===== config.mk =====
export PLATFORM = sky130hd
export DESIGN_NAME = first_fit_heap_allocator_flat
export DESIGN_NICKNAME = d
export VERILOG_FILES = /design/src/ffha_pkg.sv /design/src/ffha_intf.sv /design/src/ffha_ram.sv /design/src/ffha_ctrl.sv /design/src/ffha_dp.sv /design/src/first_fit_heap_allocator.sv /design/src/flat_wrapper.sv
export VERILOG_INCLUDE_DIRS = /design/src /design/src/src
export SDC_FILE = /design/constraint.sdc
export NUM_CORES = 2
export LEC_CHECK = 0
export ABC_CLOCK_PERIOD_IN_PS = 9500
export BUFFER_PORTS_ARGS = -buffer_cell sky130_fd_sc_hd__buf_2
export CAP_MARGIN = 30
export CORE_ASPECT_RATIO = 1.75
export CORE_MARGIN = 2
export CORE_UTILIZATION = 26
export CTS_CLUSTER_DIAMETER = 100
export DETAILED_ROUTE_END_ITERATION = 12
export SLEW_MARGIN = 40
export SYNTH_ARGS = -nofsm -noshare
export SYNTH_HDL_FRONTEND = slang
export SYNTH_SLANG_ARGS = --single-unit

===== constraint.sdc =====
create_clock -name clk -period 9.5 [get_ports clk]
set_input_delay 1.425 -clock clk [delete_from_list [all_inputs] [get_ports clk]]
set_output_delay 1.425 -clock clk [all_outputs]
set_load 0.01 [all_outputs]

===== src/first_fit_heap_allocator_defines.svh =====
// assertion macros for the top-level allocator file
`ifndef FIRST_FIT_HEAP_ALLOCATOR_DEFINES_SVH
`define FIRST_FIT_HEAP_ALLOCATOR_DEFINES_SVH

`ifndef SYNTH
// same-cycle implication, sampled on clk, off during reset
`define FFHA_ASSERT(label, ante, cons) \
	label: assert property (@(posedge clk) disable iff (!arst_n) (ante) |-> (cons)) \
		else $error("ffha assertion failed");
// next-cycle implication
`define FFHA_ASSERT_NEXT(label, ante, cons) \
	label: assert property (@(posedge clk) disable iff (!arst_n) (ante) |=> (cons)) \
		else $error("ffha assertion failed");
`else
`define FFHA_ASSERT(label, ante, cons)
`define FFHA_ASSERT_NEXT(label, ante, cons)
`endif

`endif


===== src/ffha_pkg.sv =====
package ffha_pkg;

	localparam int MAX_BLOCKS   = 64;
	localparam int HEADER_BYTES = 16;
	localparam int ADDR_W       = 24;
	localparam int IDX_W        = (MAX_BLOCKS > 1) ? $clog2(MAX_BLOCKS) : 1;
	localparam int CNT_W        = $clog2(MAX_BLOCKS + 1);
	localparam int TOP_W        = ADDR_W + 2;
	localparam int ENTRY_W      = 2 * ADDR_W;

	localparam logic [ADDR_W-1:0] LIMIT_RESET = ADDR_W'(1048576);

	localparam logic REQ_ALLOC = 1'b0;
	localparam logic REQ_FREE  = 1'b1;

	typedef enum logic [2:0] {
		ST_REUSED     = 3'd0,
		ST_EXTENDED   = 3'd1,
		ST_ZERO       = 3'd2,
		ST_HEAP_FULL  = 3'd3,
		ST_TABLE_FULL = 3'd4,
		ST_MARKED     = 3'd5,
		ST_RELEASED   = 3'd6,
		ST_UNKNOWN    = 3'd7
	} status_t;

	typedef enum logic [2:0] {
		S_IDLE = 3'b001,
		S_SCAN = 3'b010,
		S_DONE = 3'b100
	} state_t;

	// controller to datapath
	typedef struct packed {
		logic load;
		logic scan;
		logic commit;
	} cmd_t;

	// datapath to controller
	typedef struct packed {
		logic trivial;
		logic scan_done;
		logic out_free;
	} sts_t;

endpackage


===== src/ffha_intf.sv =====
interface ffha_req_if;
	import ffha_pkg::*;

	logic              valid;
	logic              ready;
	logic              req_type;
	logic [ADDR_W-1:0] req_size;
	logic [ADDR_W-1:0] free_addr;

	modport source (output valid, req_type, req_size, free_addr, input ready);
	modport sink (input valid, req_type, req_size, free_addr, output ready);
endinterface

interface ffha_rsp_if;
	import ffha_pkg::*;

	logic              valid;
	logic              ready;
	logic [ADDR_W-1:0] result_addr;
	logic [2:0]        status;

	modport source (output valid, result_addr, status, input ready);
	modport sink (input valid, result_addr, status, output ready);
endinterface


===== src/ffha_ram.sv =====
module ffha_ram #(
	parameter int WIDTH = 8,
	parameter int DEPTH = 64
) (
	input  logic                                       clk,
	input  logic                                       we,
	input  logic [((DEPTH > 1) ? $clog2(DEPTH) : 1)-1:0] waddr,
	input  logic [WIDTH-1:0]                           wdata,
	input  logic                                       re,
	input  logic [((DEPTH > 1) ? $clog2(DEPTH) : 1)-1:0] raddr,
	output logic [WIDTH-1:0]                           rdata
);

	logic [WIDTH-1:0] mem [DEPTH];

	always_ff @(posedge clk) begin
		if (we) begin
			mem[waddr] <= wdata;
		end
		if (re) begin
			rdata <= mem[raddr];
		end
	end

endmodule


===== src/ffha_ctrl.sv =====
module ffha_ctrl (
	input  logic          clk,
	input  logic          arst_n,
	input  logic          in_valid,
	output logic          in_ready,
	input  ffha_pkg::sts_t sts,
	output ffha_pkg::cmd_t cmd
);
	import ffha_pkg::*;

	state_t state_q;
	state_t state_d;

	always_comb begin
		state_d    = state_q;
		in_ready   = 1'b0;
		cmd        = '0;
		case (state_q)
			S_IDLE: begin
				in_ready = 1'b1;
				if (in_valid) begin
					cmd.load = 1'b1;
					state_d  = S_SCAN;
				end
			end
			S_SCAN: begin
				// zero size or null pointer skips the walk
				if (sts.trivial || sts.scan_done) begin
					state_d = S_DONE;
				end else begin
					cmd.scan = 1'b1;
				end
			end
			S_DONE: begin
				if (sts.out_free) begin
					cmd.commit = 1'b1;
					state_d    = S_IDLE;
				end
			end
			default: begin
				state_d = S_IDLE;
			end
		endcase
	end

	always_ff @(posedge clk or negedge arst_n) begin
		if (!arst_n) begin
			state_q <= S_IDLE;
		end else begin
			state_q <= state_d;
		end
	end

endmodule


===== src/ffha_dp.sv =====
module ffha_dp (
	input  logic                        clk,
	input  logic                        arst_n,
	input  ffha_pkg::cmd_t              cmd,
	output ffha_pkg::sts_t              sts,
	input  logic                        cfg_we,
	input  logic [ffha_pkg::ADDR_W-1:0] cfg_wdata,
	input  logic                        req_type,
	input  logic [ffha_pkg::ADDR_W-1:0] req_size,
	input  logic [ffha_pkg::ADDR_W-1:0] free_addr,
	output logic                        out_valid,
	input  logic                        out_ready,
	output logic [ffha_pkg::ADDR_W-1:0] result_addr,
	output logic [2:0]                  status
);
	import ffha_pkg::*;

	localparam logic [ADDR_W-1:0] HDR = ADDR_W'(HEADER_BYTES);

	// control state
	logic [ADDR_W-1:0]     limit_q;
	logic [ADDR_W-1:0]     top_q;
	logic [CNT_W-1:0]      count_q;
	logic [MAX_BLOCKS-1:0] is_free_q;
	logic [CNT_W-1:0]      rd_idx_q;
	logic                  pend_s1;
	logic                  found_q;
	logic                  out_valid_q;

	// payload
	logic              type_q;
	logic [ADDR_W-1:0] size_q;
	logic [ADDR_W-1:0] faddr_q;
	logic [IDX_W-1:0]  idx_s1;
	logic [IDX_W-1:0]  hit_idx_q;
	logic [ADDR_W-1:0] hit_start_q;
	logic [ADDR_W-1:0] out_addr_q;
	status_t           out_status_q;

	logic [ENTRY_W-1:0] rdata;
	logic [ADDR_W-1:0]  rd_start;
	logic [ADDR_W-1:0]  rd_bytes;
	logic               match;
	logic               scanning;
	logic               issue;
	logic [TOP_W-1:0]   new_top;
	logic               hit_last;

	status_t           res_status;
	logic [ADDR_W-1:0] res_addr;
	logic              do_use;
	logic              do_mark;
	logic              do_rel;
	logic              do_ext;

	ffha_ram #(
		.WIDTH(ENTRY_W),
		.DEPTH(MAX_BLOCKS)
	) u_table (
		.clk  (clk),
		.we   (cmd.commit && do_ext),
		.waddr(count_q[IDX_W-1:0]),
		.wdata({top_q, size_q}),
		.re   (issue),
		.raddr(rd_idx_q[IDX_W-1:0]),
		.rdata(rdata)
	);

	assign rd_start = rdata[ENTRY_W-1:ADDR_W];
	assign rd_bytes = rdata[ADDR_W-1:0];

	assign match = (type_q == REQ_ALLOC) ? (is_free_q[idx_s1] && (rd_bytes >= size_q))
	                                     : ((rd_start + HDR) == faddr_q);

	assign scanning = cmd.scan && !found_q;
	assign issue    = scanning && !(pend_s1 && match) && (rd_idx_q < count_q);

	assign new_top  = TOP_W'(top_q) + TOP_W'(HEADER_BYTES) + TOP_W'(size_q);
	assign hit_last = (CNT_W'(hit_idx_q) + CNT_W'(1)) == count_q;

	assign sts.trivial   = (type_q == REQ_ALLOC) ? (size_q == '0) : (faddr_q == '0);
	assign sts.scan_done = found_q || ((rd_idx_q == count_q) && !pend_s1);
	assign sts.out_free  = !out_valid_q || out_ready;

	always_comb begin
		res_status = ST_UNKNOWN;
		res_addr   = '0;
		do_use     = 1'b0;
		do_mark    = 1'b0;
		do_rel     = 1'b0;
		do_ext     = 1'b0;
		if (type_q == REQ_ALLOC) begin
			if (size_q == '0) begin
				res_status = ST_ZERO;
			end else if (found_q) begin
				res_status = ST_REUSED;
				res_addr   = hit_start_q + HDR;
				do_use     = 1'b1;
			end else if (count_q == CNT_W'(MAX_BLOCKS)) begin
				res_status = ST_TABLE_FULL;
			end else if (new_top > TOP_W'(limit_q)) begin
				res_status = ST_HEAP_FULL;
			end else begin
				res_status = ST_EXTENDED;
				res_addr   = top_q + HDR;
				do_ext     = 1'b1;
			end
		end else if (faddr_q != '0 && found_q) begin
			if (hit_last) begin
				res_status = ST_RELEASED;
				do_rel     = 1'b1;
			end else begin
				res_status = ST_MARKED;
				do_mark    = 1'b1;
			end
		end
	end

	always_ff @(posedge clk or negedge arst_n) begin
		if (!arst_n) begin
			limit_q     <= LIMIT_RESET;
			top_q       <= '0;
			count_q     <= '0;
			is_free_q   <= '0;
			rd_idx_q    <= '0;
			pend_s1     <= 1'b0;
			found_q     <= 1'b0;
			out_valid_q <= 1'b0;
		end else begin
			if (cfg_we) begin
				limit_q <= cfg_wdata;
			end
			if (cmd.load) begin
				rd_idx_q <= '0;
				pend_s1  <= 1'b0;
				found_q  <= 1'b0;
			end else if (scanning) begin
				if (pend_s1 && match) begin
					found_q <= 1'b1;
					pend_s1 <= 1'b0;
				end else begin
					pend_s1 <= issue;
					if (issue) begin
						rd_idx_q <= rd_idx_q + CNT_W'(1);
					end
				end
			end
			if (cmd.commit) begin
				if (do_use || do_rel) begin
					is_free_q[hit_idx_q] <= 1'b0;
				end
				if (do_mark) begin
					is_free_q[hit_idx_q] <= 1'b1;
				end
				if (do_rel) begin
					count_q <= count_q - CNT_W'(1);
					top_q   <= hit_start_q;
				end
				if (do_ext) begin
					is_free_q[count_q[IDX_W-1:0]] <= 1'b0;
					count_q <= count_q + CNT_W'(1);
					top_q   <= new_top[ADDR_W-1:0];
				end
				out_valid_q <= 1'b1;
			end else if (out_ready) begin
				out_valid_q <= 1'b0;
			end
		end
	end

	always_ff @(posedge clk) begin
		if (cmd.load) begin
			type_q  <= req_type;
			size_q  <= req_size;
			faddr_q <= free_addr;
		end
		if (issue) begin
			idx_s1 <= rd_idx_q[IDX_W-1:0];
		end
		if (scanning && pend_s1 && match) begin
			hit_idx_q   <= idx_s1;
			hit_start_q <= rd_start;
		end
		if (cmd.commit) begin
			out_addr_q   <= res_addr;
			out_status_q <= res_status;
		end
	end

	assign out_valid   = out_valid_q;
	assign result_addr = out_addr_q;
	assign status      = out_status_q;

endmodule


===== src/first_fit_heap_allocator.sv =====
// first-fit heap allocator: keeps an address-ordered table of up to MAX_BLOCKS heap
// blocks (start, payload size, free flag) and a heap top. An allocate word walks the
// table for the first free block that is large enough and reuses it whole; failing
// that it appends a block of HEADER_BYTES plus the requested size at the top if the
// new top stays within heap_limit. A free word of the last block pops it and lowers
// the top, any other known block is only marked free. Every request word yields one
// result word. Timing: one request at a time; the walk through the block table memory
// reads one entry per cycle through its single read port. Zero-size allocates and null
// frees skip the walk. The result sits in an output register, so the next request is
// taken while the previous result waits. heap_limit resets to 1048576 and may only be
// written while the block is idle.
`include "first_fit_heap_allocator_defines.svh"

module first_fit_heap_allocator (
	input  logic                        clk,
	input  logic                        arst_n,
	// heap_limit register write
	input  logic                        cfg_we,
	input  logic [ffha_pkg::ADDR_W-1:0] cfg_wdata,
	// request and result channels
	ffha_req_if.sink                    req,
	ffha_rsp_if.source                  rsp
);
	import ffha_pkg::*;

	cmd_t cmd;
	sts_t sts;

	// sequencing: accept, walk table, commit and load result word
	ffha_ctrl u_ctrl (
		.clk     (clk),
		.arst_n  (arst_n),
		.in_valid(req.valid),
		.in_ready(req.ready),
		.sts     (sts),
		.cmd     (cmd)
	);

	// block table, heap top, limit register and output register
	ffha_dp u_dp (
		.clk        (clk),
		.arst_n     (arst_n),
		.cmd        (cmd),
		.sts        (sts),
		.cfg_we     (cfg_we),
		.cfg_wdata  (cfg_wdata),
		.req_type   (req.req_type),
		.req_size   (req.req_size),
		.free_addr  (req.free_addr),
		.out_valid  (rsp.valid),
		.out_ready  (rsp.ready),
		.result_addr(rsp.result_addr),
		.status     (rsp.status)
	);

	// a result is only loaded into a free or draining output slot
	`FFHA_ASSERT(a_commit_slot_free, cmd.commit, sts.out_free)
	// a commit always presents a result word next cycle
	`FFHA_ASSERT_NEXT(a_commit_shows_word, cmd.commit, rsp.valid)
	// one request in flight: ready drops right after an accept
	`FFHA_ASSERT_NEXT(a_one_in_flight, req.valid && req.ready, !req.ready)

endmodule


===== src/flat_wrapper.sv =====
// flat-port wrapper written by rule: the top's interface ports become plain ports
module first_fit_heap_allocator_flat import ffha_pkg::*;
  (clk, arst_n, cfg_we, cfg_wdata, req_valid, req_req_type, req_req_size, req_free_addr, req_ready, rsp_valid, rsp_result_addr, rsp_status, rsp_ready);
  ffha_req_if req_i ();
  ffha_rsp_if rsp_i ();
  input  logic clk;
  input  logic arst_n;
  input  logic cfg_we;
  input  logic [ffha_pkg::ADDR_W-1:0] cfg_wdata;
  input wire logic [$bits(req_i.valid)-1:0] req_valid;
  input wire logic [$bits(req_i.req_type)-1:0] req_req_type;
  input wire logic [$bits(req_i.req_size)-1:0] req_req_size;
  input wire logic [$bits(req_i.free_addr)-1:0] req_free_addr;
  output wire logic [$bits(req_i.ready)-1:0] req_ready;
  output wire logic [$bits(rsp_i.valid)-1:0] rsp_valid;
  output wire logic [$bits(rsp_i.result_addr)-1:0] rsp_result_addr;
  output wire logic [$bits(rsp_i.status)-1:0] rsp_status;
  input wire logic [$bits(rsp_i.ready)-1:0] rsp_ready;
  assign req_i.valid = req_valid;
  assign req_i.req_type = req_req_type;
  assign req_i.req_size = req_req_size;
  assign req_i.free_addr = req_free_addr;
  assign req_ready = req_i.ready;
  assign rsp_valid = rsp_i.valid;
  assign rsp_result_addr = rsp_i.result_addr;
  assign rsp_status = rsp_i.status;
  assign rsp_i.ready = rsp_ready;
  first_fit_heap_allocator u_core (.clk(clk), .arst_n(arst_n), .cfg_we(cfg_we), .cfg_wdata(cfg_wdata), .req(req_i), .rsp(rsp_i));
endmodule

Word level (Yosys, flattened, before mapping) --
Memory sizes are Yosys's and may differ from the RTL's. A register that Yosys moved wholly into a read port is not among the register bits. Cells that the tools add are included.
Storage, ports and cells: register bits 244, memory bits (writable) 3072, bits of input ports 78, output and inout bits 29, memories kept 1
Operators by class: $add $sub $neg 9, $lt $le $gt $ge 8, eq/ne operators 11, mux-type cells 66, bitwise logic cells 5, reductions and logical operators 33
Memory list:
- u_core.u_dp.u_table.mem | depth 64, bits a word 48, rd ports 1, clocked after Yosys merged registers in 1, wr ports 1, RTL line ffha_ram.sv:14 | logic [WIDTH-1:0] mem [DEPTH];
Operators by type and width (number):
- 64-bit 2-to-1 mux | 5
- 64-bit bitwise AND | 2
- 64-bit inverter | 2
- 24-bit 2-to-1 mux | 5
- 24-bit by 5-bit adder with 24-bit output, second input constant | 3
- 64-bit OR | 1
- 24-bit logical NOT | 2
- 7-bit 2-to-1 mux | 6
- 1-bit 2-to-1 mux | 36
- 25-bit by 24-bit adder with 26-bit output | 1
- 26-bit by 24-bit > comparator with 1-bit output | 1
- 24-bit by 5-bit adder with 25-bit output, second input constant | 1
- 24-bit equality test | 1
- 24-bit >= comparator | 1
- 24-bit nonzero test | 1
- 6-bit by 7-bit < comparator with 1-bit output, second input constant | 3
- 3-bit 2-to-1 mux | 7
- 7-bit by 1-bit adder with 7-bit output, second input constant | 2
- 7-bit equality test | 2
- 1-bit demux with 6-bit select | 2
- 6-bit by 1-bit >= comparator with 1-bit output, second input constant | 2
- 1-bit logical AND | 12
- 2-bit nonzero test | 5
- 3-bit case mux with 3 select lines | 1
- other kinds (16) | 28

Logic depth before layout (Yosys ltp) --
depth in word-level cells 13, mapped depth 31, gate-level depth less buffers 29

By module --
A second synthesis with hierarchy kept.
Unflattened totals: cell total of the unflattened synthesis 6521, area total of the unflattened synthesis 132985.0 um2
By module, submodules not included:
- ffha_ram | instances 1, cells each 4970, area each 117597.8 um2
- ffha_dp | instances 1, cells each 1533, area each 15212.1 um2
- ffha_ctrl | instances 1, cells each 18, area each 175.2 um2

Worst setup path after synthesis --
Ideal clock, no wire load.
path kind register to register, from register u_core.u_dp.size_q[1], to memory u_core.u_dp.u_table.mem[51][0] (netlist name), enable pin, library setup time 575 ps, arrival 9634 ps, required time 8925 ps, path slack -708 ps, stages on the path, launching flop included 21, period minus slack after synthesis 10208 ps, path through edfxtp_1 > ha_1 > ha_1 > fa_1 > a21oi_1 > o221ai_1 > o21ai_0 > a31oi_1 > nor2_1 > xor2_1 > inv_1 > ha_1 > and4_1 > a221o_1 > nand2_1 > nand4_1 > a21bo_2 > nor2_1 > inv_1 > buf_2 > nor4_1
On the way: cells in the longest elaborated chain, start to end 10, elaborated cells on any way between the ends 11
Ends and longest elaborated chain:
- start, declared | RTL line ffha_dp.sv:32 | logic [ADDR_W-1:0] size_q;
- start signal, assigned | RTL line ffha_dp.sv:174 | size_q <= req_size;
- 25-bit by 24-bit adder with 26-bit output | RTL line ffha_dp.sv:78 | assign new_top = TOP_W'(top_q) + TOP_W'(HEADER_BYTES) + TOP_W'(size_q);
- 26-bit by 24-bit > comparator with 1-bit output | RTL line ffha_dp.sv:101 | end else if (new_top > TOP_W'(limit_q)) begin
- 1-bit 2-to-1 mux | RTL line ffha_dp.sv:101
- 1-bit 2-to-1 mux | RTL line ffha_dp.sv:99 | end else if (count_q == CNT_W'(MAX_BLOCKS)) begin
- 1-bit 2-to-1 mux | RTL line ffha_dp.sv:95 | end else if (found_q) begin
- 1-bit 2-to-1 mux (*) | RTL line ffha_dp.sv:93 | if (size_q == '0) begin
- 1-bit 2-to-1 mux (*) | RTL line ffha_dp.sv:92 | if (type_q == REQ_ALLOC) begin
- 1-bit logical AND (*) | RTL line ffha_dp.sv:61 | .we (cmd.commit && do_ext),
- 1-bit 2-to-1 mux (*) | RTL line ffha_ram.sv:17 | if (we) begin
- 1-bit 2-to-1 mux (not written as such) (*) | RTL line ffha_ram.sv:18 | mem[waddr] <= wdata;
- end, declared | RTL line ffha_ram.sv:14
Mark *: on every way between the ends. The rest lies on a longest branch, timed or not.

Worst setup path after layout --
from register u_core.u_dp.top_q[4], to memory u_core.u_dp.u_table.mem[59][18] (netlist name), enable pin
On the way: cells in the longest elaborated chain, start to end 11
Ends and longest elaborated chain:
- start, declared | RTL line ffha_dp.sv:22 | logic [ADDR_W-1:0] top_q;
- start signal, assigned | RTL line ffha_dp.sv:157 | top_q <= hit_start_q;
- start signal, assigned | RTL line ffha_dp.sv:162 | top_q <= new_top[ADDR_W-1:0];
- 24-bit by 5-bit adder with 25-bit output | RTL line ffha_dp.sv:78
- 25-bit by 24-bit adder with 26-bit output | RTL line ffha_dp.sv:78
- 26-bit by 24-bit > comparator with 1-bit output | RTL line ffha_dp.sv:101
- 1-bit 2-to-1 mux | RTL line ffha_dp.sv:101
- 1-bit 2-to-1 mux | RTL line ffha_dp.sv:99
- 1-bit 2-to-1 mux | RTL line ffha_dp.sv:95
- 1-bit 2-to-1 mux | RTL line ffha_dp.sv:93
- 1-bit 2-to-1 mux | RTL line ffha_dp.sv:92
- 1-bit logical AND | RTL line ffha_dp.sv:61
- 1-bit 2-to-1 mux | RTL line ffha_ram.sv:17
- 1-bit 2-to-1 mux (not written as such) | RTL line ffha_ram.sv:18
Every way passes these cells.

==> results_dict.tcl <==
set metrics [dict create \
    wire_per_inst_um 30.5 \
    drtIter0Drc 7829 \
    fmax_ghz 0.138 \
    critPathArrivalTime_ns 7.80 \
    crit_fanout 16 \
    clockBufferDepth 4 \
    ant_nets 0 \
    drc_errors 0 \
    die_width_um 545 \
    via_per_inst 4.95 \
    synth_area_leaders "edfxtp_1 (73%), mux4_2 (17%), dfrtp_1 (2.4%), ha_1 (1.1%), clkbuf_1 (0.59%)" \
    regArea_mm2 0.100 \
    synth_area_mm2 0.133 \
    p_per_area_mw_per_mm2 251 \
    slew_headroom 0.327 \
    whs_ns 0.493 \
    overflow 0 \
    hold_viol 0 \
    hp-class "flip-flop to flip-flop" \
    vias 66500 \
    cp_data_required_time_ns 10.06 \
    whs_path_depth 1 \
    finalSetupTns_ns 0 \
    skew_ns 0.0817 \
    start_util 0.260 \
    cp-end-kind "flip-flop" \
    period_share 0.762 \
    yosysMostFrequentCell "edfxtp_1" \
    rr_startpoint "u_core.u_dp.top_q[4]$_DFFE_PN0P_" \
    wirelength_um 409000 \
    critPathLaunchType "flip-flop" \
    cts.sinks 3364 \
    final_core_util 0.302 \
    core_mm2 0.512 \
    ys_ff_latch 3364 \
    cts_max_level 5 \
    dpl.hpwl_um 253000 \
    p_leak_uw 0.0464 \
    setup_viol 0 \
    ctsHoldBuffers 0 \
    drtPass1Iterations 5 \
    area_growth_pct 15.8 \
    rsz0062_at_grt "no" \
    drive_above_1_share 0.291 \
    synth_area_leader_cell "edfxtp_1" \
    synth_seq_area_share 0.752 \
    min_period_ns 7.24 \
    die_area_mm2 0.519 \
    max-cap-violations 0 \
    grt_use_total 0.153 \
    io_pins 107 \
    status "completed" \
    yosysTopAreaCellShare 0.728 \
    rows 348 \
    synth.distinct_cells 87 \
    async_reset_ff_frac 0.0392 \
    layout.nets 6561 \
    final_cell_area_mm2 0.154 \
    ir_drop_mv 0.177 \
    dpl_cell_area_mm2 0.144 \
    path_class "flip-flop to flip-flop" \
    port_buffers 106 \
    cts.reportedPaths.clkPinSlew_ns 0.08 \
    holdPathEnd "u_core.u_dp.rd_idx_q[6]$_DFFE_PN0P_" \
    multi_input_area_mm2 0.0319 \
    syn_avg_cell_area_um2 22.0 \
    path_buf_inv 4 \
    syn_nets 6252 \
    worst_pin_slew_ns 1.01 \
    crit_path_max_incr_delay_ns 1.04 \
    cts_resized 0 \
    synthTopCellsByCount "edfxtp_1 (3232), mux4_2 (1020), clkbuf_1 (211)" \
    r2r_cells 22 \
    gp_congestion 0.886 \
    crit_family "compound AO/OA/AOI/OAI gates" \
    grt_max_degree 132 \
    r2r_slack_ns 2.26 \
    cts_tree "done" \
    fill_cells 49200 \
    hp-start "u_core.u_dp.rd_idx_q[6]$_DFFE_PN0P_" \
    synth_edf_count 3232 \
    ys_warn_count 0 \
    syn_inst 6060 \
    grt_pass1_wl_um 561000 \
    finalMaxSlewViolations 0 \
    clkLatencyLatePin_ns 0.94 \
    die_h_um 951 \
    cp_cell_sequence "inv_1 -> ha_1 -> inv_1 -> ha_1 -> a21oi_1 -> nor2b_1 -> o31a_1 -> a22oi_1 -> o211ai_1 -> a21oi_1 -> xor2_1 -> inv_1 -> ha_1 -> a21o_1 -> a21oi_1 -> o21ai_0 -> o21ai_0 -> nand4_1 -> a21bo_2 -> or4_2 -> nor2_4 -> buf_4" \
    synth_ff_type "edfxtp_1" \
    numCtsBuffers 283 \
    post_cts_buffers 0 \
    grt_pass1_vias 68200 \
    root_buffer "clkbuf_16" \
    antenna_found_initial 28 \
    worstReg2RegEnd "u_core.u_dp.u_table.mem[59][18]$_DFFE_PP_" \
    crit_slowest_cell "or4_2" \
]
layout by cell type (no fill, tap or decap), types with 32 or more instances in the layout:
cell type and n:
xor2_1 48, dfrtp_1 104, inv_1 87, nand2_1 175, clkbuf_16 292, nand3_1 62
buf_2 104, bufinv_16 40, buf_4 113, o21ai_0 81, mux4_2 1020, nor4_1 39
clkbuf_1 40, a21oi_1 59, nand4_1 35, buf_6 34, xnor2_1 44, buf_12 74
ha_1 112, a22oi_1 34, a31oi_1 32, clkinv_1 52, edfxtp_1 3232, nor3_1 36
nor2_1 81, clkinv_2 37
state kept, by name, summed over array words and instances, names as in the netlist, 3 cells and up:
register / cells
u_core.u_dp.u_table.mem: 3072
u_core.u_dp.idx_s1: 6
u_core.u_dp.rd_idx_q: 7
u_core.u_dp.faddr_q: 24
u_core.u_dp.count_q: 7
u_core.u_dp.result_addr: 24
u_core.u_dp.hit_idx_q: 6
u_core.u_dp.hit_start_q: 24
u_core.u_dp.limit_q: 24
u_core.u_dp.size_q: 24
u_core.u_dp.top_q: 24
u_core.u_dp.u_table.rdata: 48
u_core.u_dp.status: 3
u_core.u_dp.is_free_q: 64
u_core.u_ctrl.state_q: 3
metal layers:
layer | vias to the layer above | GRT usage | part of all wire
li1 | 26300 | - | -
met1 | 36600 | 0.173 | 0.35
met2 | 2885 | 0.283 | 0.53
met3 | 703 | 0.0214 | 0.062
met4 | 10 | 0.0737 | 0.054
met5 | - | 0 | 0.00023
how the worst max path moves through the flow:
stage          slack (ns)                                        end                        startpoint  depth (start not counted)
2_1_floorplan       -0.71   u_core.u_dp.u_table.mem[51][0]$_DFFE_PP_   u_core.u_dp.size_q[1]$_DFFE_PP_                         20
3_3_place_gp         1.85   u_core.u_dp.u_table.mem[12][9]$_DFFE_PP_  u_core.u_dp.size_q[12]$_DFFE_PP_                         21
3_5_place_dp         2.38  u_core.u_dp.u_table.mem[59][18]$_DFFE_PP_  u_core.u_dp.size_q[12]$_DFFE_PP_                         20
4_1_cts              2.31  u_core.u_dp.u_table.mem[59][37]$_DFFE_PP_  u_core.u_dp.top_q[4]$_DFFE_PN0P_                         22
5_1_grt              1.94  u_core.u_dp.u_table.mem[59][37]$_DFFE_PP_  u_core.u_dp.top_q[4]$_DFFE_PN0P_                         22
6_report             2.26  u_core.u_dp.u_table.mem[59][18]$_DFFE_PP_  u_core.u_dp.top_q[4]$_DFFE_PN0P_                         22
logic make-up (layout without fill, tap and decap cells):
group / after synthesis / in the layout / share of synthesized area
XOR/XNOR: 92 / 92 / 0.00604
other: 0 / 20 / 0
AND/OR/NAND/NOR: 641 / 641 / 0.0245
flip-flops: 3364 / 3364 / 0.752
multiplexers: 1046 / 1046 / 0.174
AO/OA/AOI/OAI: 397 / 397 / 0.0202
adder cells (fa/ha/maj): 114 / 114 / 0.0108
buffers and inverters: 406 / 937 / 0.0117
power breakdown:
part / switching, µW / internal (µW) / leakage (µW) / total [µW]
registers: 253 / 17600 / 0.0309 / 17900
logic: 5510 / 3180 / 0.0108 / 8690
clock network: 5470 / 6790 / 0.00462 / 12300
metrics by stage:
step	std cells	power, µW	setup WS (ns)
finish	13400	38800	2.26
CTS	13400	39000	2.31
global route	13400	39900	1.94
detailed placement	12900	26800	2.38
global placement	12900	26700	1.85
floorplan	6060	23400	-0.708
area by class of cell:
type / count / area share
multi-input cells: 2290 / 0.207
repair buffers: 339 / 0.0231
inverters: 91 / 0.00222
well taps: 6825 / 0.0553
flip-flops and latches: 3364 / 0.650
diodes: 20 / 0.000324
clock buffers: 334 / 0.0485
clock inverters: 173 / 0.0134
Note: power is estimated with default switching activity, not from simulation.
